==> config.mk <==
export PLATFORM = sky130hd
export DESIGN_NAME = fpw_step
export DESIGN_NICKNAME = d
export VERILOG_FILES = /design/src/hw/rtl/four_level_page_walker_macros.svh /design/src/hw/rtl/fpw_pkg.sv /design/src/hw/rtl/fpw_step.sv
export SDC_FILE = /design/constraint.sdc
export NUM_CORES = 1
export LEC_CHECK = 0
export BUFFER_PORTS_ARGS = -buffer_cell sky130_fd_sc_hd__buf_2
export CORE_AREA = 2 2 72 74
export DETAILED_ROUTE_END_ITERATION = 10
export DIE_AREA = 0 0 74 76
export GPL_ROUTABILITY_DRIVEN = 0
export PLACE_DENSITY = 0.61
export REMOVE_ABC_BUFFERS = 1
export SYNTH_ARGS = -nofsm -noshare
export SYNTH_HDL_FRONTEND = slang
export SYNTH_SLANG_ARGS = --single-unit
==> constraint.sdc <==
create_clock -name vclk -period 2.3
set_input_delay 0.23 -clock vclk [all_inputs]
set_output_delay 0.23 -clock vclk [all_outputs]
set_load 0.005 [all_outputs]
==> src/hw/rtl/four_level_page_walker_macros.svh <==
// ----------------------------------------------------------------------------
// four_level_page_walker assertion macros
// shorthand for clocked implication checks under asynchronous reset
// ----------------------------------------------------------------------------
`ifndef FOUR_LEVEL_PAGE_WALKER_MACROS_SVH
`define FOUR_LEVEL_PAGE_WALKER_MACROS_SVH

// same-cycle implication
`define FPW_ASSERT_IMPLIES(label, ante, cons, msg) \
	label: assert property (@(posedge clk) disable iff (!arst_n) (ante) |-> (cons)) \
		else $error(msg);

// next-cycle implication
`define FPW_ASSERT_NEXT(label, ante, cons, msg) \
	label: assert property (@(posedge clk) disable iff (!arst_n) (ante) |=> (cons)) \
		else $error(msg);

`endif

==> src/hw/rtl/fpw_pkg.sv <==
// ----------------------------------------------------------------------------
// fpw_pkg
// shared constants, codes, types and helpers of the page walker
// ----------------------------------------------------------------------------
`timescale 1ns / 1ps

package fpw_pkg;

	localparam int TABLE_FRAMES      = 64;
	localparam int ENTRIES_PER_TABLE = 512;
	localparam int FRAME_W           = $clog2(TABLE_FRAMES);
	localparam int IDX_W             = $clog2(ENTRIES_PER_TABLE);
	localparam int ADDR_W            = FRAME_W + IDX_W;
	localparam int STORE_DEPTH       = TABLE_FRAMES * ENTRIES_PER_TABLE;

	localparam int ENTRY_W    = 64;
	localparam int VA_W       = 48;
	localparam int FA_W       = 52;
	localparam int PAGE_SHIFT = 12;
	localparam int PFN_W      = 40;

	localparam int BIT_PRESENT  = 0;
	localparam int BIT_WRITABLE = 1;
	localparam int BIT_USER     = 2;
	localparam int BIT_HUGE     = 7;
	localparam int BIT_NOEXEC   = 63;

	typedef enum logic [1:0] {
		REQ_WRITE     = 2'd0,
		REQ_TRANSLATE = 2'd1,
		REQ_TOGGLE    = 2'd2
	} req_t;

	typedef enum logic [1:0] {
		STS_OK          = 2'd0,
		STS_NOT_PRESENT = 2'd1,
		STS_OUT_STORE   = 2'd2
	} status_t;

	typedef enum logic [1:0] {
		SIZE_4K = 2'd0,
		SIZE_2M = 2'd1,
		SIZE_1G = 2'd2
	} size_t;

	typedef enum logic [2:0] {
		ST_CLEAR,
		ST_IDLE,
		ST_EVAL,
		ST_WBACK,
		ST_RESP
	} state_t;

	// result of evaluating one table entry at one level
	typedef struct packed {
		logic              present;
		logic              leaf;
		size_t             size;
		logic [FA_W-1:0]   fa;
		logic              next_ok;
		logic [ADDR_W-1:0] next_addr;
	} step_t;

	// 9-bit table index of a level, level 0 is the top table
	function automatic logic [IDX_W-1:0] va_idx(input logic [VA_W-1:0] va,
		input logic [1:0] lvl);
		logic [IDX_W-1:0] idx;
		case (lvl)
			2'd0:    idx = va[47:39];
			2'd1:    idx = va[38:30];
			2'd2:    idx = va[29:21];
			default: idx = va[20:12];
		endcase
		return idx;
	endfunction

	// attribute inversion pattern for a toggle
	function automatic logic [ENTRY_W-1:0] flip_bits(input logic [2:0] mask);
		logic [ENTRY_W-1:0] f;
		f = '0;
		f[BIT_WRITABLE] = mask[0];
		f[BIT_NOEXEC]   = mask[1];
		f[BIT_USER]     = mask[2];
		return f;
	endfunction

endpackage

==> src/hw/rtl/fpw_step.sv <==
// ----------------------------------------------------------------------------
// fpw_step
// per-level entry evaluation shared by every level of the walk
// ----------------------------------------------------------------------------
`timescale 1ns / 1ps

module fpw_step (
	input  logic [fpw_pkg::ENTRY_W-1:0] entry,
	input  logic [1:0]                  lvl,
	input  logic [fpw_pkg::VA_W-1:0]    va,
	output fpw_pkg::step_t              step
);

	// compare width wide enough for the frame number and the frame count
	localparam int PFN_W_EXT = fpw_pkg::PFN_W + 1;

	logic [fpw_pkg::PFN_W-1:0] pfn;
	logic                      huge;
	logic [1:0]                lvl_next;

	assign pfn      = entry[fpw_pkg::PAGE_SHIFT +: fpw_pkg::PFN_W];
	assign huge     = entry[fpw_pkg::BIT_HUGE];
	assign lvl_next = lvl + 2'd1;

	always_comb begin
		step.present   = entry[fpw_pkg::BIT_PRESENT];
		step.leaf      = 1'b0;
		step.size      = fpw_pkg::SIZE_4K;
		step.fa        = '0;
		step.next_ok   = (PFN_W_EXT'(pfn) < PFN_W_EXT'(fpw_pkg::TABLE_FRAMES));
		step.next_addr = {pfn[fpw_pkg::FRAME_W-1:0], fpw_pkg::va_idx(va, lvl_next)};
		case (lvl)
			2'd1: begin
				// 1g leaf, both lower indices fold into the frame
				if (huge) begin
					step.leaf = 1'b1;
					step.size = fpw_pkg::SIZE_1G;
					step.fa   = {pfn | {22'd0, va[29:12]}, 12'd0};
				end
			end
			2'd2: begin
				if (huge) begin
					step.leaf = 1'b1;
					step.size = fpw_pkg::SIZE_2M;
					step.fa   = {pfn | {31'd0, va[20:12]}, 12'd0};
				end
			end
			2'd3: begin
				step.leaf = 1'b1;
				step.size = fpw_pkg::SIZE_4K;
				step.fa   = {pfn, 12'd0};
			end
			default: begin
				step.leaf = 1'b0;
			end
		endcase
	end

endmodule

# Word-level counts from Yosys, hierarchy flattened
# Index checks and enable logic that the tools add are counted.
[word_totals]
register_bits = 0
in_bits = 114
output_inout_bits = 72
word_cells = 15
[op_classes]
add_sub_neg = 1
n_lt_le_gt_ge = 1
n_eq_ne = 5
muxes = 5
n_bitwise = 2
reduce_logical = 1
[op_table]
columns = ["op", "count"]
rows = [
  ["case mux 54 bit (3 select lines)", 1],
  ["2-to-1 mux 55 bit", 2],
  ["less-than comparator 40 x 7 -> 1 bit (second input constant)", 1],
  ["bitwise OR 40 x 18 -> 40 bit", 1],
  ["bitwise OR 40 x 9 -> 40 bit", 1],
  ["case mux 9 bit (3 select lines)", 1],
  ["equality test 2 bit (second input constant)", 3],
  ["equality test 2 x 1 -> 1 bit (second input constant)", 2],
  ["case mux 1 bit (3 select lines)", 1],
  ["adder 2 x 1 -> 2 bit (second input constant)", 1],
  ["logical NOT 2 bit", 1],
]

# Longest topological paths before layout
# Gate-level depths: netlist of the first run.
[depth]
depth_word = 3
ltp_mapped = 5
depth_no_buf = 4

# Worst setup path before layout of the first run
# No wires, ideal clock.
[synth_timing]
kind = "input -> output"
startpoint = "input entry[7] in the netlist's numbering"
endpoint = "output step[50] in the netlist's numbering"
arrival_ns = 0.923
required_time_ns = 2.070
path_slack_ns = 1.147
stages = 5
path_buffers = 1
cell_sequence = "a21o_1 o21ai_2 inv_2 buf_2 and2_1"
[synth_lines]
columns = ["item", "line_no", "rtl"]
rows = [
  ["start, declared", "fpw_step.sv:8", "input logic [fpw_pkg::ENTRY_W-1:0] entry,"],
  ["end, declared", "fpw_step.sv:11", "output fpw_pkg::step_t step"],
]

==> results of run 1 <==
[final timing paths]
path / depth (start not counted) / from / end / slack [ns]
max: 5 / lvl[0] / step[43] / 0.75
min: 0 / entry[0] / step[71] / 0.46
[synthesized netlist by cell type (all sizes together), types with 2 or more instances]
cell,number
a21oi,18
and2,22
and3b,2
buf,25
mux4,9
nand2,2
nor2,19
nor4,8
[layer usage]
metal	part of all wire, %	vias up	track usage [%]
met1	39	535	13.7
met2	51	81	23.5
met4	0.87	0	0.909
met5	0	-	0
met3	9.2	4	1.32
li1	-	621	-
[power by group]
part	total, mW	switching (mW)	internal, mW
Combinational	0.274	0.126	0.149
Clock	0	0	0
Sequential	0	0	0
[area by class of cell]
class                      count  area, µm²  share of cell area, %
timing repair buffer         139        698                   48.4
inverter                       1       3.75                  0.260
multi-input combinational     97        654                   45.3
tap                           70       87.6                   6.07
[cell usage in the layout, fill, tap and decap left out]
cell type,instances
and2_1,22
mux4_2,9
and3b_1,2
buf_2,138
nand2_1,2
a21o_1,1
buf_4,1
nor2_1,19
nand4_1,1
conb_1,12
o21ai_2,1
inv_2,1
nand3_1,1
a21oi_1,18
nor4_1,8
nor3_1,1
[cells by family after synthesis]
logic type	count (synthesis)
muxes	9
other	1
AOI/OAI and AO/OA	20
and+or+nand+nor	56
buffers and inverters	26
[stage by stage]
| step | cell area [µm²] | std cells |
|---|---|---|
| finish | 1440 | 307 |
| global route | 1440 | 307 |
| CTS | 1440 | 307 |
| detailed placement | 1440 | 307 |
| global placement | 1440 | 307 |
| floorplan | 658 | 98 |
==> Implementation_results.wiki, run 1 <==
{| class="wikitable"
! Metric !! Value
|-
| WL/cell || 12.4 µm
|-
| Share of cells above drive strength 1 || 63.3%
|-
| Total Die Area || 0.00562 mm²
|-
| Final setup violation count || 0
|-
| Cell types occupying the most area after synthesis || mux4_2 (26%), buf_4 (19%), and2_1 (17%)
|-
| Cell Area, Synth || 792 µm²
|-
| Final worst slack || 0.748 ns
|-
| Residual DRC || 0
|-
| Number of distinct library cells after synthesis || 16
|-
| Hold buffers post-CTS || 0
|-
| Mean post-synth cell area || 7.07 µm²
|-
| Number of post-CTS setup repair buffers || 0
|-
| PostCTS Resize Cnt || 0
|-
| Iteration-0 DRC Markers || 45
|-
| Post-Synthesis Cells || 112
|-
| Number of routed nets with antenna violations || 0
|-
| Layout sequential cell count || 0
|-
| Sum of internal, switching and leakage power || 0.274 mW
|-
| XOR/XNOR Fraction of Synth Area || 0%
|-
| Kind of launch point of the worst setup path || input port
|-
| Area added between synthesis and finish || 82.3%
|-
| Share of cell area taken by muxes after synthesis || 25.6%
|-
| Floorplan die height || 76 µm
|-
| Number of buffer and inverter instances along the worst setup path || 2
|-
| Finished Core Util || 29.4%
|-
| Synth Warn # || 0
|-
| Compound-gate portion of the synthesized area || 13.4%
|-
| Die Span X || 74 µm
|-
| Post-synthesis share of cell area spent on and, or, nand and nor gates || 37.9%
|-
| Number of port buffers || 138
|-
| DP Wirelength || 3270 µm
|-
| Routed Wire Length || 3810 µm
|-
| Storage element area || 0 µm²
|-
| Slowest cell on the critical path || and3b_1
|-
| Sequential share of the synthesized area || 0%
|-
| Arrival time of data at the critical path endpoint || 1.32 ns
|-
| CP endpoint kind || output pin
|-
| Share of the clock period used by the worst path after layout || 67.5%
|-
| Number of placed I/O pins || 186
|-
| Library cell occupying the most area in the post-synthesis netlist || mux4_2
|-
| Standard-cell row count || 26
|-
| Count of pins over their slew limit || 0
|-
| Most frequent cell on the critical path || buf_2
|-
| Required time worst endpoint || 2.07 ns
|-
| Final net count || 353
|-
| Result of the run || finished clean
|-
| Shortest clock period the worst path allows after layout || 1.55 ns
|-
| Initial cell density of the core || 16.1%
|-
| Combinational family with the most area after synthesis || simple AND/OR/NAND/NOR gates
|-
| Total global routing overflow || 0
|-
| Crit path cell chain || buf_2 -> and3b_1 -> a21oi_1 -> nor2_1 -> buf_2
|-
| Setup repair after global routing missed its margin || no
|-
| Number of filler cells placed in the layout || 536
|-
| Drt first pass iters || 4
|-
| Number of antenna violations at the first check in global routing || 0
|-
| Via count || 1,241
|-
| TNS Setup || 0 ns
|-
| Worst stage delay on the critical path || 0.46 ns
|-
| Global-route wire length before repair || 5420 µm
|-
| Maximum fanout count along the critical path || 14
|-
| Clock buffer count || 0
|-
| Peak clock frequency supported by timing || 0.644 GHz
|-
| Adder and majority cell fraction of the synthesized area || 0%
|-
| Leakage power || 0.839 nW
|-
| Synth top area share || 25.6%
|-
| Category of the most critical setup path || in -> out
|-
| Post-Route Hold Slack || 0.460 ns
|-
| Diode count || 0
|-
| Max rail drop VDD || 0.0437 mV
|-
| Number of vias per cell || 4.04
|-
| Final hold vios || 0
|-
| Power per Cell Area || 190 mW/mm²
|-
| Pin count of the biggest net entering global routing || 24
|-
| Worst hold path class || in -> out
|-
| Max-Cap Viols || 0
|-
| Critical path's top delay family || simple AND/OR/NAND/NOR gates
|-
| Vias in the first global route || 1,175
|-
| Worst Setup Slack post-DPL || 0.711 ns
|-
| Combined global-route utilization of all metal layers || 11.9%
|-
| Placeable Area || 0.00491 mm²
|}
No activity file was read; power rests on OpenSTA's default activity.
==> run 2, diff against run 1 <==
==> constraint.sdc (replaced) <==
create_clock -name vclk -period 1.62
set_input_delay 0.162 -clock vclk [all_inputs]
set_output_delay 0.162 -clock vclk [all_outputs]
set_load 0.005 [all_outputs]
==> Implementation_results.wiki, run 2 (synthesis results as in run 1) <==
{| class="wikitable"
! Metric !! Value
|-
| Result of the run || finished clean
|-
| Setup repair after global routing missed its margin || no
|-
| Peak clock frequency supported by timing || 0.715 GHz
|-
| Initial cell density of the core || 16.1% (unchanged)
|-
| CP endpoint kind || output pin
|-
| Standard-cell row count || 26 (unchanged)
|-
| Area added between synthesis and finish || 84.2%
|-
| Hold buffers post-CTS || 0 (unchanged)
|-
| Shortest clock period the worst path allows after layout || 1.40 ns
|-
| Switching share of power || 45.1% (-0.68 points)
|-
| WL/cell || 11.9 µm (-3.7%)
|-
| Multi-input logic area || 654 µm² (unchanged)
|-
| Number of antenna violations at the first check in global routing || 0 (unchanged)
|-
| Highest layer used for signal routing || met3
|-
| Layout sequential cell count || 0 (unchanged)
|-
| Max rail drop VDD || 0.0611 mV (+40%)
|-
| Number of routed nets with antenna violations || 0 (unchanged)
|-
| Final hold vios || 0 (unchanged)
|-
| Global-route wire length before repair || 5370 µm (-0.89%)
|-
| Switching power summed over all nets || 0.176 mW (+40%)
|-
| Drt first pass iters || 3 (-1)
|-
| Most common library cell in the layout ignoring fill and taps || buf_2
|-
| Most frequent cells in the layout || buf_2 (138), and2_1 (22), nor2_1 (19), a21oi_1 (18), conb_1 (12)
|-
| Relative contribution of sequential cells to total power || 0% (unchanged)
|-
| Kind of launch point of the worst setup path || input port
|-
| Finished Core Util || 29.7% (+0.31 points)
|-
| Combined global-route utilization of all metal layers || 11.7% (-0.17 points)
|-
| Floorplan die height || 76 µm (unchanged)
|-
| TNS Setup || 0 ns (unchanged)
|-
| Category of the most critical setup path || in -> out
|-
| Max-Cap Viols || 0 (unchanged)
|-
| Non-filler cells in the finished layout || 309 (+0.65%)
|-
| Pin count of the biggest net entering global routing || 24 (unchanged)
|-
| Post-Route Hold Slack || 0.324 ns (-0.136 ns)
|-
| Number of placed instances, taps included || 309 (+0.65%)
|-
| Final setup violation count || 0 (unchanged)
|-
| Storage element area || 0 µm² (unchanged)
|-
| Internal cell power || 0.214 mW (+44%)
|-
| Part of the power in combinational logic || 100.0% (about the same)
|-
| Via count || 1,240 (-0.081%)
|-
| Maximum fanout count along the critical path || 10 (-4)
|-
| Leakage power || 0.848 nW (+1.1%)
|-
| Vias in the first global route || 1,156 (-1.6%)
|-
| Count of pins over their slew limit || 0 (unchanged)
|-
| Clock buffer count || 0 (unchanged)
|-
| Number of port buffers || 138 (unchanged)
|-
| Die Span X || 74 µm (unchanged)
|-
| Number of vias per cell || 4.01 (-0.73%)
|-
| Placeable Area || 0.00491 mm² (unchanged)
|-
| Number of filler cells placed in the layout || 553 (+3.2%)
|-
| M1 wire length || 1480 µm (-0.40%)
|-
| Routed met3 length || 361 µm (+3.1%)
|-
| PostCTS Resize Cnt || 0 (unchanged)
|-
| Worst hold path class || in -> out
|-
| Iteration-0 DRC Markers || 26 (-42%)
|-
| Number of placed I/O pins || 186 (unchanged)
|-
| Arrival time of data at the critical path endpoint || 1.24 ns (-0.08 ns)
|-
| Residual DRC || 0 (unchanged)
|-
| Final net count || 355 (+0.57%)
|-
| Share of the clock period used by the worst path after layout || 86.4%
|-
| DP Wirelength || 3240 µm (-0.91%)
|-
| Total global routing overflow || 0 (unchanged)
|-
| Required time worst endpoint || 1.46 ns (-0.61 ns)
|-
| Diode count || 0 (unchanged)
|-
| Total Die Area || 0.00562 mm² (unchanged)
|-
| Share of cells above drive strength 1 || 63.6% (+0.31 points)
|-
| Power per Cell Area || 267 mW/mm² (+41%)
|-
| Sum of internal, switching and leakage power || 0.390 mW (+42%)
|-
| Routed Wire Length || 3690 µm (-3.1%)
|-
| Number of post-CTS setup repair buffers || 0 (unchanged)
|-
| Amount of wire on met2 after detailed routing || 1850 µm (-4.6%)
|-
| Portion of total power attributed to the clock network || 0% (unchanged)
|}
[run 2: cell types whose count changed in the layout (fill, tap and decap cells not counted)]
cell	previous run	this run
buf_4	1	3
[run 2: worst paths after layout]
check	startpoint	end	slack, ns	cells after the start
min	entry[0]	step[71]	0.32	0
max	lvl[1]	step[2]	0.22	4
[run 2: routing by layer]
metal / GRT usage (%) / vias to the layer above
met4: 0 / 0
li1: - / 624
met5: 0 / -
met1: 14.1 / 541
met2: 22.6 / 75
met3: 1.85 / 0
[run 2: per-stage QoR]
step | setup WS (ns) | area, µm²
after floorplan | 0.414 | 658
after global placement | 0.203 | 1460
after detailed placement | 0.199 | 1460
after CTS | 0.198 | 1460
after global routing | 0.114 | 1460
final | 0.221 | 1460
[run 2: area by class of cell]
| type | instances | area share, % |
|---|---|---|
| multi-input cells | 97 | 44.9 |
| inverters | 1 | 0.257 |
| repair buffers | 141 | 48.9 |
| well taps | 70 | 6.00 |
[run 2: power groups by stage]
stage               sequential (mW)  clock (mW)  combinational, mW
floorplan                         0           0              0.145
global placement                  0           0              0.390
detailed placement                0           0              0.394
CTS                               0           0              0.395
global route                      0           0              0.438
finish                            0           0              0.390
[run 2: worst max-delay path, cell delays in order]
cell and delay, ns:
buf_2 0.24, buf_4 0.21, mux4_2 0.49, buf_2 0.14
